**src/rtl/ddfp_pkg.sv**
```systemverilog
// shared types and constants for the delimited decimal frame parser
package ddfp_pkg;

  localparam logic [7:0] CH_START   = 8'h24;
  localparam logic [7:0] CH_BOUND   = 8'h23;
  localparam logic [7:0] CH_NEWLINE = 8'h0A;
  localparam logic [7:0] CH_ZERO    = 8'h30;
  localparam logic [7:0] CH_NINE    = 8'h39;

  localparam int unsigned OUT_W       = 16;
  localparam int unsigned CNT_W       = 2;
  localparam int unsigned EXT_W       = 32;
  localparam int unsigned QUEUE_DEPTH = 4;
  localparam int unsigned PTR_W       = $clog2(QUEUE_DEPTH);
  localparam int unsigned LVL_W       = $clog2(QUEUE_DEPTH + 1);

  localparam logic [CNT_W-1:0] LAST_FIELD = 2'd2;

  typedef enum logic [2:0] {
    OP_START,
    OP_BOUND,
    OP_DIGIT,
    OP_NEWLINE,
    OP_OTHER
  } ddfp_op_e;

  typedef struct packed {
    ddfp_op_e   op;
    logic [3:0] digit;
  } ddfp_cmd_t;

endpackage

```
**src/rtl/ddfp_front.sv**
```systemverilog
// input side: takes received bytes and classifies them into commands
module ddfp_front (
  input  logic               in_valid_i,
  output logic               in_stall_o,
  input  logic [7:0]         rx_byte_i,
  output logic               push_o,
  output ddfp_pkg::ddfp_cmd_t cmd_o,
  input  logic               full_i
);
  import ddfp_pkg::*;

  assign in_stall_o = full_i;
  assign push_o     = in_valid_i && !full_i;

  always_comb begin
    cmd_o.digit = 4'd0;
    if (rx_byte_i == CH_NEWLINE) begin
      cmd_o.op = OP_NEWLINE;
    end else if (rx_byte_i == CH_START) begin
      cmd_o.op = OP_START;
    end else if (rx_byte_i == CH_BOUND) begin
      cmd_o.op = OP_BOUND;
    end else if (rx_byte_i >= CH_ZERO && rx_byte_i <= CH_NINE) begin
      cmd_o.op    = OP_DIGIT;
      cmd_o.digit = rx_byte_i[3:0];
    end else begin
      cmd_o.op = OP_OTHER;
    end
  end

endmodule

```
**src/rtl/ddfp_queue.sv**
```systemverilog
// short command queue between the classifier and the executor
module ddfp_queue (
  input  logic                clk_i,
  input  logic                rst_ni,
  input  logic                push_i,
  input  ddfp_pkg::ddfp_cmd_t push_cmd_i,
  output logic                full_o,
  output logic                valid_o,
  output ddfp_pkg::ddfp_cmd_t cmd_o,
  input  logic                pop_i
);
  import ddfp_pkg::*;

  ddfp_cmd_t         mem_q [QUEUE_DEPTH];
  logic [PTR_W-1:0]  wr_ptr_q, wr_ptr_d;
  logic [PTR_W-1:0]  rd_ptr_q, rd_ptr_d;
  logic [LVL_W-1:0]  level_q, level_d;

  assign full_o  = (level_q == LVL_W'(QUEUE_DEPTH));
  assign valid_o = (level_q != '0);
  assign cmd_o   = mem_q[rd_ptr_q];

  always_comb begin
    wr_ptr_d = wr_ptr_q;
    rd_ptr_d = rd_ptr_q;
    level_d  = level_q;
    if (push_i) begin
      wr_ptr_d = wr_ptr_q + PTR_W'(1);
    end
    if (pop_i) begin
      rd_ptr_d = rd_ptr_q + PTR_W'(1);
    end
    if (push_i && !pop_i) begin
      level_d = level_q + LVL_W'(1);
    end else if (pop_i && !push_i) begin
      level_d = level_q - LVL_W'(1);
    end
  end

  always_ff @(posedge clk_i or negedge rst_ni) begin
    if (!rst_ni) begin
      wr_ptr_q <= '0;
      rd_ptr_q <= '0;
      level_q  <= '0;
    end else begin
      wr_ptr_q <= wr_ptr_d;
      rd_ptr_q <= rd_ptr_d;
      level_q  <= level_d;
    end
  end

  always_ff @(posedge clk_i) begin
    if (push_i) begin
      mem_q[wr_ptr_q] <= push_cmd_i;
    end
  end

endmodule

```
**src/rtl/ddfp_back.sv**
```systemverilog
// executor: field accumulation, boundary tracking and the result register
module ddfp_back #(
  parameter int unsigned VALUE_BITS = 16
) (
  input  logic                           clk_i,
  input  logic                           rst_ni,
  input  logic                           cmd_valid_i,
  input  ddfp_pkg::ddfp_cmd_t            cmd_i,
  output logic                           cmd_pop_o,
  output logic                           out_valid_o,
  input  logic                           out_stall_i,
  output logic [ddfp_pkg::OUT_W-1:0]     first_value_o,
  output logic [ddfp_pkg::OUT_W-1:0]     second_value_o,
  output logic [ddfp_pkg::OUT_W-1:0]     third_value_o,
  output logic [ddfp_pkg::CNT_W-1:0]     boundaries_seen_o
);
  import ddfp_pkg::*;

  localparam int unsigned PW = VALUE_BITS + 4;

  logic [VALUE_BITS-1:0] vals_q [3];
  logic [VALUE_BITS-1:0] vals_d [3];
  logic [CNT_W-1:0]      idx_q, idx_d;
  logic                  started_q, started_d;
  logic                  stopped_q, stopped_d;
  logic                  out_valid_q, out_valid_d;
  logic [OUT_W-1:0]      first_q, first_d;
  logic [OUT_W-1:0]      second_q, second_d;
  logic [OUT_W-1:0]      third_q, third_d;
  logic [CNT_W-1:0]      bounds_q, bounds_d;
  logic                  slot_free;
  logic                  pop_nl;
  logic [VALUE_BITS-1:0] cur_val;
  logic [PW-1:0]         prod;

  function automatic logic [OUT_W-1:0] to_out(input logic [VALUE_BITS-1:0] v);
    logic [EXT_W-1:0] ext;
    ext = EXT_W'(v);
    return ext[OUT_W-1:0];
  endfunction

  assign slot_free = !out_valid_q || !out_stall_i;
  assign cmd_pop_o = cmd_valid_i && (cmd_i.op != OP_NEWLINE || slot_free);
  assign pop_nl    = cmd_pop_o && (cmd_i.op == OP_NEWLINE);
  assign cur_val   = vals_q[idx_q];
  assign prod      = PW'({cur_val, 3'b000}) + PW'({cur_val, 1'b0}) + PW'(cmd_i.digit);

  always_comb begin
    vals_d      = vals_q;
    idx_d       = idx_q;
    started_d   = started_q;
    stopped_d   = stopped_q;
    out_valid_d = out_valid_q && out_stall_i;
    first_d     = first_q;
    second_d    = second_q;
    third_d     = third_q;
    bounds_d    = bounds_q;
    if (cmd_pop_o) begin
      case (cmd_i.op)
        OP_NEWLINE: begin
          out_valid_d = 1'b1;
          first_d     = (idx_q != '0) ? to_out(vals_q[0]) : '0;
          second_d    = (idx_q == LAST_FIELD) ? to_out(vals_q[1]) : '0;
          third_d     = (idx_q == LAST_FIELD) ? to_out(vals_q[2]) : '0;
          bounds_d    = idx_q;
          vals_d[0]   = '0;
          vals_d[1]   = '0;
          vals_d[2]   = '0;
          idx_d       = '0;
          started_d   = 1'b0;
          stopped_d   = 1'b0;
        end
        OP_START: begin
          started_d = 1'b1;
        end
        OP_BOUND: begin
          if (started_q && idx_q < LAST_FIELD) begin
            idx_d     = idx_q + CNT_W'(1);
            stopped_d = 1'b0;
          end
        end
        OP_DIGIT: begin
          if (!stopped_q) begin
            vals_d[idx_q] = prod[VALUE_BITS-1:0];
          end
        end
        OP_OTHER: begin
          stopped_d = 1'b1;
        end
        default: begin
        end
      endcase
    end
  end

  always_ff @(posedge clk_i or negedge rst_ni) begin
    if (!rst_ni) begin
      vals_q[0]   <= '0;
      vals_q[1]   <= '0;
      vals_q[2]   <= '0;
      idx_q       <= '0;
      started_q   <= 1'b0;
      stopped_q   <= 1'b0;
      out_valid_q <= 1'b0;
    end else begin
      vals_q      <= vals_d;
      idx_q       <= idx_d;
      started_q   <= started_d;
      stopped_q   <= stopped_d;
      out_valid_q <= out_valid_d;
    end
  end

  always_ff @(posedge clk_i) begin
    first_q  <= first_d;
    second_q <= second_d;
    third_q  <= third_d;
    bounds_q <= bounds_d;
  end

  assign out_valid_o       = out_valid_q;
  assign first_value_o     = first_q;
  assign second_value_o    = second_q;
  assign third_value_o     = third_q;
  assign boundaries_seen_o = bounds_q;

  a_idx_range: assert property (@(posedge clk_i) disable iff (!rst_ni)
    idx_q <= LAST_FIELD)
    else $error("field index beyond last field");

  a_no_overwrite: assert property (@(posedge clk_i) disable iff (!rst_ni)
    !(pop_nl && out_valid_q && out_stall_i))
    else $error("newline executed while result register blocked");

  a_clear_after_nl: assert property (@(posedge clk_i) disable iff (!rst_ni)
    pop_nl |=> (idx_q == '0 && !started_q && !stopped_q && out_valid_q))
    else $error("frame state not cleared after newline");

  a_result_source: assert property (@(posedge clk_i) disable iff (!rst_ni)
    $rose(out_valid_q) |-> $past(pop_nl))
    else $error("result appeared without a newline");

  a_bounds_match: assert property (@(posedge clk_i) disable iff (!rst_ni)
    pop_nl |=> (bounds_q == $past(idx_q)))
    else $error("boundary count not taken from field index");

endmodule

```
**src/rtl/delimited_decimal_frame_parser.sv**
```systemverilog
// top level of the delimited decimal frame parser
// Accepts one received byte per cycle while in_stall_o is low and reports, for each
// newline, the three decimal fields of a $a#$b#$c# frame and the number of '#' counted
// after a '$', at most two. Bytes are classified on entry and written to a four-entry
// command queue; the executor drains one command per cycle, so sustained throughput is
// one byte per cycle. A newline is written into the queue, then executed into the
// output register that holds the result. The executor waits only on a newline while
// the previous result is still stalled; input stall rises only once the queue is full.
module delimited_decimal_frame_parser #(
  parameter int unsigned VALUE_BITS = 16
) (
  input  logic                       clk_i,
  input  logic                       rst_ni,
  input  logic                       in_valid_i,
  output logic                       in_stall_o,
  input  logic [7:0]                 rx_byte_i,
  output logic                       out_valid_o,
  input  logic                       out_stall_i,
  output logic [ddfp_pkg::OUT_W-1:0] first_value_o,
  output logic [ddfp_pkg::OUT_W-1:0] second_value_o,
  output logic [ddfp_pkg::OUT_W-1:0] third_value_o,
  output logic [ddfp_pkg::CNT_W-1:0] boundaries_seen_o
);
  import ddfp_pkg::*;

  logic      push;
  logic      full;
  ddfp_cmd_t push_cmd;
  logic      q_valid;
  ddfp_cmd_t q_cmd;
  logic      pop;

  ddfp_front u_front (
    .in_valid_i (in_valid_i),
    .in_stall_o (in_stall_o),
    .rx_byte_i  (rx_byte_i),
    .push_o     (push),
    .cmd_o      (push_cmd),
    .full_i     (full)
  );

  ddfp_queue u_queue (
    .clk_i      (clk_i),
    .rst_ni     (rst_ni),
    .push_i     (push),
    .push_cmd_i (push_cmd),
    .full_o     (full),
    .valid_o    (q_valid),
    .cmd_o      (q_cmd),
    .pop_i      (pop)
  );

  ddfp_back #(
    .VALUE_BITS (VALUE_BITS)
  ) u_back (
    .clk_i             (clk_i),
    .rst_ni            (rst_ni),
    .cmd_valid_i       (q_valid),
    .cmd_i             (q_cmd),
    .cmd_pop_o         (pop),
    .out_valid_o       (out_valid_o),
    .out_stall_i       (out_stall_i),
    .first_value_o     (first_value_o),
    .second_value_o    (second_value_o),
    .third_value_o     (third_value_o),
    .boundaries_seen_o (boundaries_seen_o)
  );

endmodule

```
**config.mk**
```make
export PLATFORM = sky130hd
export DESIGN_NAME = delimited_decimal_frame_parser
export DESIGN_NICKNAME = d
export VERILOG_FILES = /design/src/rtl/ddfp_pkg.sv /design/src/rtl/ddfp_front.sv /design/src/rtl/ddfp_queue.sv /design/src/rtl/ddfp_back.sv /design/src/rtl/delimited_decimal_frame_parser.sv
export SDC_FILE = /design/constraint.sdc
export NUM_CORES = 1
export LEC_CHECK = 0
export ABC_AREA = 1
export BUFFER_PORTS_ARGS = -buffer_cell sky130_fd_sc_hd__buf_2
export CAP_MARGIN = 25
export CORE_MARGIN = 10
export CORE_UTILIZATION = 60
export DETAILED_ROUTE_END_ITERATION = 10
export GPL_TIMING_DRIVEN = 0
export PLACE_DENSITY = 0.8
export SETUP_SLACK_MARGIN = 0.15
export SLEW_MARGIN = 5
export SYNTH_ARGS = -nofsm -noshare
export SYNTH_HDL_FRONTEND = slang
export SYNTH_SLANG_ARGS = --single-unit
```
**constraint.sdc**
```tcl
create_clock -name clk_i -period 7.2 [get_ports clk_i]
set_input_delay 0 -clock clk_i [delete_from_list [all_inputs] [get_ports clk_i]]
set_output_delay 0 -clock clk_i [all_outputs]
set_load 0.01 [all_outputs]
```
After elaboration in Yosys (flattened, before gate mapping)
Memory sizes are Yosys's and may differ from the RTL's.
Index checks and enable logic that the tools add are counted.

storage, ports and cells
  bits in registers = 110
  memory bits (writable) = 28
  input port bits = 12
  output and inout bits = 52
  word-level logic and storage cells = 95
  memories = 1

memories
  name           words  bits a word  rd ports  clocked after memory_dff  wr ports  line              source
  u_queue.mem_q  4      7            1         0                         1         ddfp_queue.sv:14  ddfp_cmd_t mem_q [QUEUE_DEPTH];

cells by class
  add/subtract/negate cells = 7
  magnitude comparators = 5
  eq/ne operators = 12
  mux-type cells = 27
  bitwise logic cells = 1
  reductions and logical operators = 28

operators by type and width
  operator                                                            count
  one-hot mux 48 bit (2 select lines)                                 1
  bitwise mux 48 bit                                                  1
  two-way mux 48 bit                                                  1
  binary-select mux 16 bit (select 2 bit)                             1
  demux 16 bit (select 2 bit)                                         1
  two-way mux 15 bit                                                  2
  two-way mux 3 bit                                                   6
  adder 16 bit                                                        1
  adder 16 x 4 -> 16 bit                                              1
  == test 8 x 6 -> 1 bit (second input constant)                      2
  two-way mux 16 bit                                                  1
  two-way mux 4 bit                                                   4
  nonzero test 2 bit                                                  5
  AND reduction 3 bit                                                 3
  == test 8 x 4 -> 1 bit (second input constant)                      1
  greater-or-equal comparator 8 x 6 -> 1 bit (second input constant)  1
  <= comparator 8 x 6 -> 1 bit (second input constant)                1
  logical AND 1 bit                                                   8
  adder 2 x 1 -> 2 bit (second input constant)                        3
  == test 3 x 2 -> 1 bit (second input constant)                      2
  == test 3 bit (second input constant)                               2
  nonzero test 3 bit                                                  2
  zero test 1 bit                                                     5
  two-way mux 1 bit                                                   5
  18 further kinds                                                    20

Longest topological paths before layout
  depth in word-level cells = 9
  gate-level depth with buffers = 19
  mapped depth without buffers = 18

Hierarchy
From an unflattened synthesis, not the netlist that was laid out.

unflattened totals
  cells, all modules = 779
  area, all modules = 7,019.2 um2

modules (own cells, without submodules)
  module      instances  cells each  area an instance (um2)  sequential area each (um2)
  ddfp_back   1          610         5,285.1                 2,827.7
  ddfp_queue  1          130         1,550.2                 1,016.0
  ddfp_front  1          39          183.9                   0.0

Least setup slack after synthesis
OpenSTA, ideal clock, no wires.

  kind = register to register
  from = register u_back.idx_q[0]
  to = register u_back.vals_q[10] (netlist name)
  setup time = 66 ps
  arrival = 2,751 ps
  data required time = 7,134 ps
  slack = 4,384 ps
  stages on the path, launching flop included = 15
  path buffers = 1
  clock period less this slack = 2,816 ps
  cell sequence = dfrtp_1 > inv_1 > clkbuf_1 > or2_2 > a32oi_1 > fa_1 > inv_1 > fa_1 > nand3_1 > nand3_1 > nand2_1 > nand2_1 > xor2_1 > nand3_1 > nand2_1

between the ends
  longest elaborated chain between the ends = 9
  elaborated cells between the ends (all ways) = 14
  those cells by class = 2 x add/sub; 2 x order compare; 8 x mux; 1 x bitwise; 1 x reduce/logical

ends and longest elaborated chain
  element                                                 line                              source
  start: declaration                                      ddfp_back.sv:23                   logic [CNT_W-1:0] idx_q, idx_d;
  start signal: assignment                                ddfp_back.sv:107                  idx_q <= idx_d;
  NOT 2 -> 3 bit (implied by the code) *                  ddfp_back.sv:45, ddfp_back.sv:84
  binary-select mux 16 bit (select 2 bit)                 ddfp_back.sv:45                   assign cur_val = vals_q[idx_q];
  two-way mux 15 bit (implied by the code) (2 in series)  ddfp_back.sv:45
  adder 16 bit                                            ddfp_back.sv:46                   assign prod = PW'({cur_val, 3'b000}) + PW'({cur_val, 1'b0}) + PW'(cmd_i.digit);
  adder 16 x 4 -> 16 bit                                  ddfp_back.sv:46
  bitwise mux 48 bit *                                    ddfp_back.sv:84                   vals_d[idx_q] = prod[VALUE_BITS-1:0];
  two-way mux 48 bit *                                    ddfp_back.sv:83                   if (!stopped_q) begin
  one-hot mux 48 bit (2 select lines) *                   ddfp_back.sv:59                   case (cmd_i.op)
  end signal: assignment                                  ddfp_back.sv:106                  vals_q <= vals_d;
  end: declaration                                        ddfp_back.sv:21                   logic [VALUE_BITS-1:0] vals_q [3];

Every way passes the cells marked *; elsewhere a longest branch is shown, timed or not. The select of a mux whose other input is x is not followed.
A chain may end at the register's enable or synchronous reset.

Final worst setup path
  from = register u_back.idx_q[0]
  to = register u_back.vals_q[31] (netlist name)

The elaborated chain is that of the path after synthesis.

==> flow_summary.ini <==
[sta]
slew_violations = 0
rsz0062_at_grt = no
max_freq_mhz = 263
fin_ws_ns = 3.40
fin_crit_ns = 3.80
period_share_pct = 52.8
fin_worst_skew_ns = 0.00690
setup_viol_count_final = 0
tns_ns = 0
slew_headroom_pct = 51.0
worst_pin_slew_ns = 0.733
hold_slack_ns = 0.0204
hold_viol = 0

[cts]
postCtsSetupBuffers = 0
cts_root_buf = clkbuf_16
cts_buffers = 17
htreeDepth = 4
cts_sinks = 138
clk_pin_slew_ns = 0.06
clk-insertion-delay-late_ns = 0.42
cts_tree = done
clock_path_buffers = 2
ctsResizeCount = 0
cts_hold_buf = 2

[global_routing]
grt_max_degree = 48
grt-ovfl-total = 0
grt_antenna_before_repair = 0
first_global_vias = 5436
grt_pass1_wl_um = 27000
grt_util_all_layers_pct = 20.5

[pwr]
p_per_area_nw_per_um2 = 472
ir_drop_uv = 368
leakage_nw = 4.25

[route]
ant_nets = 0
vias_per_cell = 5.32
drt-initial-drc-count = 400
drc = 0
drt-pass1-iter-count = 6
drt-wirelength-per-cell_um = 15.6
finalWirelength_um = 16200
dr_total_vias = 5549

[place]
place_ws_ns = 3.46
routabilityCongestion = 0.939
dpl_cell_area_um2 = 7620
place_inst = 1009
dpl.hpwl_um = 12400
io_buffers = 63

[critical_path]
crit_path_frequent_cell = nand2_1
max_stage_delay_ns = 0.50
crit_type = reg2reg
slowest_stage = o21ai_0
arrival_ns = 4.11
reg2regPathDepth = 17
worstPathCellList = inv_1 -> clkbuf_1 -> clkbuf_1 -> nor2_1 -> o21ai_0 -> ha_1 -> ha_1 -> nand2_1 -> nor2_1 -> and2_1 -> nand2_1 -> nand2_1 -> inv_1 -> nand2_1 -> nand2_1 -> nand2_1 -> nand2_1
critPathLaunchType = flip-flop
end_kind = flip-flop
crit_required_ns = 7.51
cp_max_fo = 11
ff2ff_setup_slack_ns = 3.40

[final_layout]
antenna_cells = 0
syn2layout_area_growth_pct = 16.4
nets = 936
layout_commonest_cell = nand2_1
mostFrequentLayoutCells = nand2_1 (256), inv_1 (103), edfxtp_1 (78), nor2_1 (71)
final_cells = 1043
stdcell_area_um2 = 8240
drive_gt1_share_pct = 14.1

[worst_hold_path]
hold_class = in2reg
holdPathStages = 3

[synth]
ys_seq_area_share_pct = 54.2
syn_avg_cell_area_um2 = 8.85
yosysUniqueCellTypes = 35
synth_fp_nets = 850
syn_area_um2 = 7090
syn_inst = 801
yosysWarnings = 0
synth_seq_cells = 138

[floorplanning]
dieArea_um2 = 16600
die_width_um = 129
fp.coreArea_um2 = 11500
start_util_pct = 61.8
row_count = 39
fp.dieH_um = 129
io_pins = 64

[job]
cap_violations = 0

[run_status]
outcome = finished clean
## cell families (layout without fill, tap and decap cells)
kind of cell | Yosys count | in the layout | share of synthesized area, %
compound gates | 55 | 55 | 4.24
fa+ha+maj | 37 | 37 | 6.85
simple gates | 428 | 428 | 25.4
mux | 1 | 1 | 0.159
xor+xnor | 11 | 11 | 1.36
buf+inv | 131 | 230 | 7.73
flops | 138 | 138 | 54.2
## synth_stat cells
cell type / number / area share, %
nand2_1: 256 / 14
inv_1: 104 / 5.5
edfxtp_1: 78 / 33
nor2_1: 71 / 3.8
nand3_1: 68 / 4.8
dfrtp_1: 60 / 21
ha_1: 34 / 6.0
o21ai_0: 33 / 2.3
a21oi_1: 12 / 0.85
clkbuf_1: 11 / 0.58
nand4_1: 10 / 0.88
xor2_1: 9 / 1.1
nand2_2: 7 / 0.62
nor3_1: 7 / 0.49
buf_4: 6 / 0.64
buf_2: 5 / 0.35
buf_6: 3 / 0.48
fa_1: 3 / 0.85
o22ai_1: 3 / 0.26
or2_2: 3 / 0.26
a32oi_1: 2 / 0.25
inv_4: 2 / 0.18
xnor2_1: 2 / 0.25
a21o_1: 1 / 0.11
a32o_1: 1 / 0.14
and2_1: 1 / 0.088
mux2_2: 1 / 0.16
nand2_4: 1 / 0.16
nand3_4: 1 / 0.25
nor2_4: 1 / 0.16
nor2_8: 1 / 0.28
nor4_1: 1 / 0.088
o2111ai_1: 1 / 0.12
o21ai_1: 1 / 0.071
o21bai_1: 1 / 0.11
## cell type report
type	instances	area (µm²)
plain buffers	25	145
clock buffers	23	522
clock inverters	9	82.6
fillers	834	3220
inverters	106	403
multi-input cells	532	2690
flip-flops and latches	138	3840
well taps	143	179
repair buffers	67	375
## critical path: cells and delay by family (launching register included)
kind / cells / cell delay (ns)
buf+inv: 4 / 1.02
simple gates: 10 / 1.00
flops: 1 / 0.47
fa+ha+maj: 2 / 0.70
compound gates: 1 / 0.50
## final timing paths
| check | start | to |
|---|---|---|
| setup / recovery | u_back.idx_q[0]$_DFFE_PN0P_ | u_back.vals_q[31]$_DFFE_PN0P_ |
| hold / removal | rx_byte_i[3] | u_queue.mem_q[2][3]$_DFFE_PP_ |
| setup reg to reg | u_back.idx_q[0]$_DFFE_PN0P_ | u_back.vals_q[31]$_DFFE_PN0P_ |
| hold reg to reg | u_back.vals_q[34]$_DFFE_PN0P_ | u_back.vals_q[34]$_DFFE_PN0P_ |
| max in group asynchronous | rst_ni | u_back.vals_q[22]$_DFFE_PN0P_ |
| min in group asynchronous | rst_ni | u_back.vals_q[47]$_DFFE_PN0P_ |
## metrics by stage
step                      power [mW]  utilization [%]
after floorplan                 2.43                -
after global placement          2.93             66.1
after detailed placement        3.01             66.4
after CTS                       3.89             71.9
after global routing            4.18             71.9
final                           3.90             71.9
## where the power goes
| group | switching [mW] | leakage, nW | internal [mW] |
|---|---|---|---|
| clock network | 0.320 | 0.291 | 0.544 |
| registers | 0.0980 | 1.54 | 1.10 |
| logic | 1.26 | 2.42 | 0.571 |
## routing by layer
metal | vias to the layer above | routed length, µm | track usage (%)
li1 | 2761 | - | -
met1 | 2556 | 6570 | 25.0
met2 | 202 | 7680 | 32.7
met3 | 30 | 1470 | 6.20
met4 | 0 | 534 | 9.43
met5 | - | 0 | 0
## state kept, by name (all words and copies together), names as in the netlist
signal                    cells
u_queue.mem_q                28
u_queue.rd_ptr_q              2
u_back.out_valid_o            1
u_back.idx_q                  2
u_back.started_q              1
u_queue.wr_ptr_q              2
u_back.boundaries_seen_o      2
u_back.first_value_o         16
u_back.vals_q                48
u_back.third_value_o         16
u_queue.level_q               3
u_back.second_value_o        16
u_back.stopped_q              1
Note: power is estimated with default switching activity, not from simulation.
